[src/design/ctb_pkg.sv]
// ----------------------------------------------------------------------------
// Countdown timer bank package
// Shared types, field widths and opcode/state encodings.
// ----------------------------------------------------------------------------
package ctb_pkg;

    localparam int OP_W        = 3;
    localparam int SLOT_W      = 3;
    localparam int TICKS_W     = 32;
    localparam int HOOK_W      = 8;
    localparam int DONE_W      = 8;
    localparam int TOTAL_W     = 32;
    localparam int IN_TDATA_W  = 40;
    localparam int OUT_TDATA_W = 48;

    typedef enum logic [OP_W-1:0] {
        OP_TICK   = 3'd0,
        OP_ARM    = 3'd1,
        OP_REARM  = 3'd2,
        OP_ALLOC  = 3'd3,
        OP_FREE   = 3'd4,
        OP_STATUS = 3'd5
    } op_t;

    typedef enum logic [2:0] {
        ST_IDLE,
        ST_WALK,
        ST_EVENT,
        ST_STATUS
    } state_t;

    // Commands from the controller to the datapath.
    typedef struct packed {
        logic load;
        logic walk_step;
        logic idx_clr;
        logic idx_inc;
        logic emit_event;
        logic emit_status;
    } cmd_t;

    // Status from the datapath to the controller.
    typedef struct packed {
        op_t  in_op;
        op_t  cur_op;
        logic tick_on;
        logic idx_last;
        logic ev_bit;
        logic out_free;
    } stat_t;

endpackage

[src/design/ctb_ctrl.sv]
// ----------------------------------------------------------------------------
// Countdown timer bank controller
// Sequences load, slot walk, event emission and the closing status word.
// ----------------------------------------------------------------------------
module ctb_ctrl (
    input  logic           aclk,
    input  logic           aresetn,
    input  logic           s_tvalid,
    output logic           s_tready,
    input  ctb_pkg::stat_t stat,
    output ctb_pkg::cmd_t  cmd
);
    import ctb_pkg::*;

    state_t state_reg;
    state_t state_next;

    always_ff @(posedge aclk) begin
        if (!aresetn) begin
            state_reg <= ST_IDLE;
        end else begin
            state_reg <= state_next;
        end
    end

    always_comb begin
        state_next = state_reg;
        unique case (state_reg)
            ST_IDLE: begin
                if (s_tvalid) begin
                    if ((stat.in_op == OP_TICK && stat.tick_on) || stat.in_op == OP_ALLOC) begin
                        state_next = ST_WALK;
                    end else begin
                        state_next = ST_STATUS;
                    end
                end
            end
            ST_WALK: begin
                if (stat.idx_last) begin
                    state_next = (stat.cur_op == OP_TICK) ? ST_EVENT : ST_STATUS;
                end
            end
            ST_EVENT: begin
                if (stat.idx_last && (!stat.ev_bit || stat.out_free)) begin
                    state_next = ST_STATUS;
                end
            end
            ST_STATUS: begin
                if (stat.out_free) begin
                    state_next = ST_IDLE;
                end
            end
            default: state_next = ST_IDLE;
        endcase
    end

    always_comb begin
        cmd      = '0;
        s_tready = 1'b0;
        unique case (state_reg)
            ST_IDLE: begin
                s_tready    = 1'b1;
                cmd.load    = s_tvalid;
                cmd.idx_clr = s_tvalid;
            end
            ST_WALK: begin
                cmd.walk_step = 1'b1;
                cmd.idx_clr   = stat.idx_last;
                cmd.idx_inc   = !stat.idx_last;
            end
            ST_EVENT: begin
                // A pending event holds the scan until the output register frees up.
                if (!stat.ev_bit || stat.out_free) begin
                    cmd.emit_event = stat.ev_bit;
                    cmd.idx_inc    = !stat.idx_last;
                end
            end
            ST_STATUS: begin
                cmd.emit_status = stat.out_free;
            end
            default: ;
        endcase
    end

endmodule

[src/design/ctb_datapath.sv]
// ----------------------------------------------------------------------------
// Countdown timer bank datapath
// Slot counters, reload values, flags, tick counter and the output register.
// ----------------------------------------------------------------------------
module ctb_datapath #(
    parameter int NUM_SLOTS   = 8,
    parameter int COUNT_WIDTH = 32,
    parameter int IDX_W       = 3
) (
    input  logic                                aclk,
    input  logic                                aresetn,
    input  logic [ctb_pkg::IN_TDATA_W-1:0]      in_data,
    input  logic                                cfg_wr_en,
    input  logic [ctb_pkg::HOOK_W-1:0]          cfg_wr_data,
    input  ctb_pkg::cmd_t                       cmd,
    output ctb_pkg::stat_t                      stat,
    output logic                                m_tvalid,
    input  logic                                m_tready,
    output logic [ctb_pkg::OUT_TDATA_W-1:0]     m_tdata,
    output logic                                m_tuser,
    output logic                                m_tlast
);
    import ctb_pkg::*;

    localparam logic [IDX_W-1:0] IDX_LAST = IDX_W'(NUM_SLOTS - 1);

    logic [COUNT_WIDTH-1:0] remaining_reg [NUM_SLOTS];
    logic [COUNT_WIDTH-1:0] remaining_next[NUM_SLOTS];
    logic [COUNT_WIDTH-1:0] reload_reg    [NUM_SLOTS];
    logic [COUNT_WIDTH-1:0] reload_next   [NUM_SLOTS];
    logic [NUM_SLOTS-1:0]   done_reg, done_next;
    logic [NUM_SLOTS-1:0]   ev_reg, ev_next;
    logic [IDX_W-1:0]       idx_reg, idx_next;
    op_t                    op_reg, op_next;
    logic                   any_reg, any_next;
    logic                   found_reg, found_next;
    logic [SLOT_W-1:0]      alloc_slot_reg, alloc_slot_next;
    logic                   tick_en_reg, tick_en_next;
    logic [TOTAL_W-1:0]     tick_cnt_reg, tick_cnt_next;
    logic [HOOK_W-1:0]      hook_reg;

    logic                   m_valid_reg;
    logic                   m_kind_reg;
    logic                   m_last_reg;
    logic [SLOT_W-1:0]      m_slot_reg;
    logic                   m_ok_reg;
    logic [DONE_W-1:0]      m_done_reg;
    logic                   m_en_reg;
    logic [TOTAL_W-1:0]     m_total_reg;

    op_t                    in_op;
    logic [SLOT_W-1:0]      in_slot;
    logic [TICKS_W-1:0]     in_ticks;
    logic [IDX_W-1:0]       slot_idx;
    logic                   slot_ok;
    logic [IDX_W-1:0]       rd_idx;
    logic [COUNT_WIDTH-1:0] rem_rd, rel_rd, rem_dec, arm_val;
    logic [NUM_SLOTS-1:0]   hook_vec;
    logic [DONE_W-1:0]      done_view;
    logic                   out_free;

    assign in_op    = op_t'(in_data[OP_W-1:0]);
    assign in_slot  = in_data[OP_W +: SLOT_W];
    assign in_ticks = in_data[OP_W+SLOT_W +: TICKS_W];
    assign slot_idx = IDX_W'(in_slot);
    assign slot_ok  = (32'(in_slot) < NUM_SLOTS);
    assign arm_val  = COUNT_WIDTH'(in_ticks) + COUNT_WIDTH'(1);

    // Only the first eight slots can be hooked or show their done flag.
    for (genvar g = 0; g < NUM_SLOTS; g++) begin : g_hook
        if (g < HOOK_W) begin : g_on
            assign hook_vec[g] = hook_reg[g];
        end else begin : g_off
            assign hook_vec[g] = 1'b0;
        end
    end

    for (genvar g = 0; g < DONE_W; g++) begin : g_done
        if (g < NUM_SLOTS) begin : g_on
            assign done_view[g] = done_reg[g];
        end else begin : g_off
            assign done_view[g] = 1'b0;
        end
    end

    assign rd_idx   = cmd.walk_step ? idx_reg : slot_idx;
    assign rem_rd   = remaining_reg[rd_idx];
    assign rel_rd   = reload_reg[rd_idx];
    assign rem_dec  = rem_rd - COUNT_WIDTH'(1);
    assign out_free = !m_valid_reg || m_tready;

    always_comb begin
        stat.in_op    = in_op;
        stat.cur_op   = op_reg;
        stat.tick_on  = tick_en_reg;
        stat.idx_last = (idx_reg == IDX_LAST);
        stat.ev_bit   = ev_reg[idx_reg];
        stat.out_free = out_free;
    end

    always_comb begin
        remaining_next  = remaining_reg;
        reload_next     = reload_reg;
        done_next       = done_reg;
        ev_next         = ev_reg;
        idx_next        = idx_reg;
        op_next         = op_reg;
        any_next        = any_reg;
        found_next      = found_reg;
        alloc_slot_next = alloc_slot_reg;
        tick_en_next    = tick_en_reg;
        tick_cnt_next   = tick_cnt_reg;

        if (cmd.load) begin
            op_next         = in_op;
            ev_next         = '0;
            any_next        = 1'b0;
            found_next      = 1'b0;
            alloc_slot_next = '0;
            case (in_op)
                OP_TICK: begin
                    if (tick_en_reg) begin
                        tick_cnt_next = tick_cnt_reg + TOTAL_W'(1);
                    end
                end
                OP_ARM: begin
                    if (slot_ok) begin
                        remaining_next[slot_idx] = arm_val;
                        reload_next[slot_idx]    = arm_val;
                        done_next[slot_idx]      = 1'b0;
                        tick_en_next             = 1'b1;
                    end
                end
                OP_REARM: begin
                    if (slot_ok) begin
                        remaining_next[slot_idx] = rel_rd;
                        tick_en_next             = 1'b1;
                    end
                end
                OP_FREE: begin
                    if (slot_ok) begin
                        reload_next[slot_idx] = '0;
                    end
                end
                default: ;
            endcase
        end

        if (cmd.walk_step) begin
            if (op_reg == OP_TICK) begin
                if (rem_rd != '0) begin
                    remaining_next[idx_reg] = rem_dec;
                    if (rem_dec == '0) begin
                        if (hook_vec[idx_reg]) begin
                            ev_next[idx_reg] = 1'b1;
                        end else begin
                            done_next[idx_reg] = 1'b1;
                        end
                    end
                end
                any_next = any_reg || (rem_rd != '0 && rem_dec != '0);
                // The enable drops once the walk has seen every count at zero.
                if (idx_reg == IDX_LAST) begin
                    tick_en_next = any_next;
                end
            end else if (rel_rd == '0 && !found_reg) begin
                found_next      = 1'b1;
                alloc_slot_next = SLOT_W'(idx_reg);
            end
        end

        if (cmd.idx_clr) begin
            idx_next = '0;
        end else if (cmd.idx_inc) begin
            idx_next = idx_reg + IDX_W'(1);
        end
    end

    always_ff @(posedge aclk) begin
        if (!aresetn) begin
            for (int i = 0; i < NUM_SLOTS; i++) begin
                remaining_reg[i] <= '0;
                reload_reg[i]    <= '0;
            end
            done_reg     <= '0;
            ev_reg       <= '0;
            idx_reg      <= '0;
            op_reg       <= OP_STATUS;
            any_reg      <= 1'b0;
            found_reg    <= 1'b0;
            tick_en_reg  <= 1'b0;
            tick_cnt_reg <= '0;
            hook_reg     <= '0;
            m_valid_reg  <= 1'b0;
        end else begin
            remaining_reg <= remaining_next;
            reload_reg    <= reload_next;
            done_reg      <= done_next;
            ev_reg        <= ev_next;
            idx_reg       <= idx_next;
            op_reg        <= op_next;
            any_reg       <= any_next;
            found_reg     <= found_next;
            tick_en_reg   <= tick_en_next;
            tick_cnt_reg  <= tick_cnt_next;
            if (cfg_wr_en) begin
                hook_reg <= cfg_wr_data;
            end
            if (cmd.emit_event || cmd.emit_status) begin
                m_valid_reg <= 1'b1;
            end else if (m_tready) begin
                m_valid_reg <= 1'b0;
            end
        end
    end

    always_ff @(posedge aclk) begin
        alloc_slot_reg <= alloc_slot_next;
        if (cmd.emit_event || cmd.emit_status) begin
            m_kind_reg  <= cmd.emit_event;
            m_last_reg  <= cmd.emit_status;
            m_slot_reg  <= cmd.emit_event ? SLOT_W'(idx_reg) : alloc_slot_reg;
            m_ok_reg    <= cmd.emit_status && found_reg;
            m_done_reg  <= done_view;
            m_en_reg    <= tick_en_reg;
            m_total_reg <= tick_cnt_reg;
        end
    end

    assign m_tvalid = m_valid_reg;
    assign m_tuser  = m_kind_reg;
    assign m_tlast  = m_last_reg;
    assign m_tdata  = {3'b000, m_total_reg, m_en_reg, m_done_reg, m_ok_reg, m_slot_reg};

endmodule

[src/design/countdown_timer_bank_core.sv]
// Arm, rearm, free, status and disabled tick words go from acceptance straight to their
// status word. An enabled tick walks the slots twice (count down, then event scan) before
// its status word; allocate walks once. One word is in flight at a time, and output
// stalls hold the sequence. Reset (aresetn low, synchronous) clears all slot state, the
// tick counter, enable and hook mask.
// ----------------------------------------------------------------------------
// Countdown timer bank core
// Bank of countdown slots with tick, arm, rearm, allocate, free and status words.
// ----------------------------------------------------------------------------
module countdown_timer_bank_core #(
    parameter int NUM_SLOTS   = 8,
    parameter int COUNT_WIDTH = 32
) (
    input  logic                            aclk,
    input  logic                            aresetn,
    input  logic                            s_tvalid,
    output logic                            s_tready,
    // opcode[2:0], slot[5:3], ticks[37:6], zero fill [39:38]
    input  logic [ctb_pkg::IN_TDATA_W-1:0]  s_tdata,
    output logic                            m_tvalid,
    input  logic                            m_tready,
    // slot_out[2:0], alloc_ok[3], done_flags[11:4], tick_enabled[12],
    // tick_total[44:13], zero fill [47:45]
    output logic [ctb_pkg::OUT_TDATA_W-1:0] m_tdata,
    // kind[0]
    output logic                            m_tuser,
    output logic                            m_tlast,
    input  logic                            cfg_wr_en,
    input  logic [ctb_pkg::HOOK_W-1:0]      cfg_wr_data
);
    import ctb_pkg::*;

    localparam int IDX_W = (NUM_SLOTS > 1) ? $clog2(NUM_SLOTS) : 1;

    cmd_t  cmd;
    stat_t stat;

    ctb_ctrl u_ctrl (
        .aclk     (aclk),
        .aresetn  (aresetn),
        .s_tvalid (s_tvalid),
        .s_tready (s_tready),
        .stat     (stat),
        .cmd      (cmd)
    );

    ctb_datapath #(
        .NUM_SLOTS   (NUM_SLOTS),
        .COUNT_WIDTH (COUNT_WIDTH),
        .IDX_W       (IDX_W)
    ) u_datapath (
        .aclk        (aclk),
        .aresetn     (aresetn),
        .in_data     (s_tdata),
        .cfg_wr_en   (cfg_wr_en),
        .cfg_wr_data (cfg_wr_data),
        .cmd         (cmd),
        .stat        (stat),
        .m_tvalid    (m_tvalid),
        .m_tready    (m_tready),
        .m_tdata     (m_tdata),
        .m_tuser     (m_tuser),
        .m_tlast     (m_tlast)
    );

    // Only one word is worked on at a time.
    a_one_in_flight: assert property (@(posedge aclk) disable iff (!aresetn)
        (s_tvalid && s_tready) |=> !s_tready)
        else $error("input accepted while a word is in progress");

    // Expiry events never close a word and never report an allocation.
    a_event_not_last: assert property (@(posedge aclk) disable iff (!aresetn)
        (m_tvalid && m_tuser) |-> (!m_tlast && !m_tdata[3]))
        else $error("expiry event carries last or alloc_ok");

    // The controller never issues an event and a status word together.
    a_single_emit: assert property (@(posedge aclk) disable iff (!aresetn)
        !(cmd.emit_event && cmd.emit_status))
        else $error("event and status emitted in the same cycle");

endmodule
[config.mk]
export PLATFORM = sky130hd
export DESIGN_NAME = countdown_timer_bank_core
export DESIGN_NICKNAME = d
export VERILOG_FILES = /design/src/design/ctb_pkg.sv /design/src/design/ctb_ctrl.sv /design/src/design/ctb_datapath.sv /design/src/design/countdown_timer_bank_core.sv
export SDC_FILE = /design/constraint.sdc
export NUM_CORES = 2
export LEC_CHECK = 0
export BUFFER_PORTS_ARGS = -buffer_cell sky130_fd_sc_hd__clkbuf_2
export CORE_AREA = 3 3 181 315
export CTS_BUF_LIST = sky130_fd_sc_hd__clkbuf_4
export DETAILED_ROUTE_END_ITERATION = 12
export DIE_AREA = 0 0 184 318
export PLACE_DENSITY_LB_ADDON = 0.12
export SLEW_MARGIN = 5
export SYNTH_ARGS = -nofsm -noshare
export SYNTH_HDL_FRONTEND = slang
export SYNTH_SLANG_ARGS = --single-unit
[constraint.sdc]
create_clock -name aclk -period 5.4 [get_ports aclk]
set_input_delay 1.35 -clock aclk [delete_from_list [all_inputs] [get_ports aclk]]
set_output_delay 1.35 -clock aclk [all_outputs]
set_load 0.1 [all_outputs]
==> key figures <==
STA
  • Fin crit share: 0.965
  • Slew HR: 0.208
  • Final Hold Slack: approximately 0.45 ns
  • Min cycle time layout: 5.21 ns
  • Tightest Pin Transition: 1.19 ns
  • Clock Skew: 0.0660 ns
  • Final hold vios: 0
  • Peak Freq: 0.192 GHz
  • Setup TNS: 0 ns
  • Final Worst Setup Slack: 0.187 ns
  • Max Slew Vio Count: 0
  • RSZ-0062 raised after global routing: no
  • Final-report setup violation count: 0

Global route
  • Vias in the first global route: 32,200
  • First-pass GRT wire length: 184,000 µm
  • Grt ovf: 0
  • Initial antenna violation count: 7
  • Largest net degree at the start of global routing: 175
  • Total Routing Usage GR: 0.403

Placed design
  • Gpl congestion: 0.987
  • Number of port buffers: 99
  • Dpl hpwl: ~78,000 µm
  • Pre-CTS WS: -0.392 ns
  • DP Area: 33,100 µm²

Clocking
  • Clock Latency Late Sink: ~0.95 ns
  • # Post-CTS Setup Buffers: 0
  • Clk sinks: 630
  • CTS tree: built
  • Post-cts resize count: 0
  • CTS Buf Count: approximately 150
  • Clock Path Buffers: 3
  • Root buf cell: clkbuf_4
  • Worst-path clk slew: 0.07 ns
  • Hold buffer count at cts: 0
  • H-tree depth: 4

Logic synthesis
  • Largest cells by area after synthesis: dfxtp_1, nor2_1, nand2_1, a221oi_1, a22oi_1
  • Cells after Synth: 3,664
  • Number of synthesis warnings: 0
  • Post-synth top flop: dfxtp_1
  • Post-synth top area share: 0.391
  • Leading area contributor after synthesis: dfxtp_1
  • Synth unique cells: 73
  • Count leader, synth: nor2_1
  • Synth Area per Inst: 8.16 µm²
  • Post-synth EDFFs: 47
  • Post-Synthesis Cell Area: approximately 30,000 µm²
  • Ys async rst share: 0
  • Synth cell count leaders: nor2_1, dfxtp_1, nand2_1
  • #FFs+latches synth: 630
  • Register area share after synthesis: 0.438

Drt
  • Drt total wl: 122,000 µm
  • Post-DRT Antenna Nets: 0
  • Routed wl met2: approximately 57,000 µm
  • Vias per inst: 6.85
  • DR vias: around 32,000
  • 1st-iter DRT viols: 4,139
  • DR top layer: met5
  • DR pass1 iterations: 6
  • DR WL/cell: between 20 and 30 µm
  • Drc violations: 0
  • Metal-1 WL: 41,600 µm
  • WL met3: 12,000 µm

Setup path
  • Critical Path AT: 6.06 ns
  • Most used cell, CP: buf_4
  • Setup crit end kind: flip-flop
  • Critical path startpoint category: flip-flop
  • Bufs and invs on worst path: 7
  • Reg2Reg Depth: 19
  • Critical path class: reg2reg
  • Critical Path RT: 6.25 ns
  • Worst path cell trace: ha_1 -> mux2i_4 -> buf_4 -> buf_12 -> mux2i_1 -> a32o_1 -> o22a_1 -> nand4_1 -> buf_4 -> buf_4 -> nor4_1 -> buf_4 -> xnor2_1 -> nor3b_1 -> nand4_1 -> buf_4 -> nor4_2 -> buf_4 -> o2bb2ai_1
  • FF-to-FF Start: u_ctrl.state_reg[0]
  • Crit Reg-Reg Endpoint: u_datapath.done_reg[1]
  • Reg-to-reg slack, setup: 0.19 ns
  • Crit-path leading delay family: buffers and inverters
  • Critical path's largest stage delay: 0.55 ns
  • CP max FO: 44
  • Slowest CP cell: mux2i_4

Floorplanning
  • Initial Util: 0.548
  • # IOs: around 110
  • Core area: ~55,000 µm²
  • Die Y: ~320 µm
  • Die Wd: 184 µm
  • Full die area: around 59,000 µm²
  • # rows: approximately 110

Final layout
  • Final Instance Area: 34,900 µm²
  • Layout cell share with drive strength beyond 1: 0.178
  • # fillers: ~4,800
  • Area growth, synth to finish: 16.8%
  • Final nets: 3,973

Min path
  • Worst hold start: u_datapath.done_reg[1]
  • Worst Hold Path EP: u_datapath.m_done_reg[1]
  • Worst hold stages: 0
  • Min-delay worst type: reg2reg

Power and ir drop
  • Leakage: between 10 and 15 nW
  • VDD IR-drop max: 265 µV
  • Pwr dens: around 360 nW/µm²
  • Tot Pwr: 12.6 mW

Job
  • Max-Cap Viols: 0

Status
  • Status: completed
[per-stage QoR]
step,std cells,utilization
6_report,4699,0.640
5_1_grt,4696,0.640
4_1_cts,4693,0.640
3_5_place_dp,4444,0.606
3_3_place_gp,4444,0.606
2_1_floorplan,3666,-
[layout by cell type (no fill, tap or decap), types with 58 or more instances in the layout]
master	synthesis	layout
dfxtp_1	583	583
mux2i_1	67	65
a21oi_1	58	58
a221oi_1	208	208
nand2_1	556	556
and3_1	78	75
nor3_1	196	195
clkbuf_4	0	216
nand3_1	135	135
a22oi_1	234	234
clkbuf_2	2	99
buf_4	5	289
a211oi_1	59	59
nor2_1	607	596
[per-layer routing]
layer,track usage,vias to the layer above
met5,0,-
met4,0.334,2
met3,0.0862,759
met2,0.657,2231
met1,0.444,15300
li1,-,13900
[cell families after synthesis]
kind of cell | synth area share
simple gates | 0.246
compound gates | 0.209
fa+ha+maj | 0.00544
flops | 0.438
xor+xnor | 0.0275
mux | 0.0282
buf+inv | 0.0459
other cells | 0.000125
[cell type report]
| class | instances | area [µm²] | share of cell area |
|---|---|---|---|
| multi-input combinational | 2684 | 15600 | 0.447 |
| antenna | 6 | 15.0 | 0.000430 |
| inverter | 12 | 52.6 | 0.00151 |
| clock buffer | 216 | 1620 | 0.0464 |
| sequential | 630 | 13100 | 0.375 |
| tap | 690 | 863 | 0.0247 |
| clock inverter | 33 | 208 | 0.00595 |
| timing repair buffer | 428 | 3470 | 0.0993 |
[worst max-delay path by stage]
| stage | start | endpoint | slack [ns] | cells after the start |
|---|---|---|---|---|
| 2_1_floorplan | s_tdata[3] | u_datapath.any_reg | 0.003 | 18 |
| 3_3_place_gp | s_tdata[3] | u_datapath.done_reg[2] | -0.31 | 19 |
| 3_5_place_dp | s_tdata[3] | u_datapath.done_reg[1] | -0.39 | 19 |
| 4_1_cts | u_ctrl.state_reg[1] | u_datapath.done_reg[1] | 0.29 | 20 |
| 5_1_grt | u_ctrl.state_reg[1] | u_datapath.done_reg[1] | 0.004 | 20 |
| 6_report | u_ctrl.state_reg[0] | u_datapath.done_reg[1] | 0.19 | 19 |
[report_power, final]
part	total, mW	switching, mW	internal [mW]
Combinational	3.83	2.62	1.21
Sequential	4.85	0.0537	4.80
Clock	3.93	1.96	1.97
Note: power is estimated with default switching activity, not from simulation.
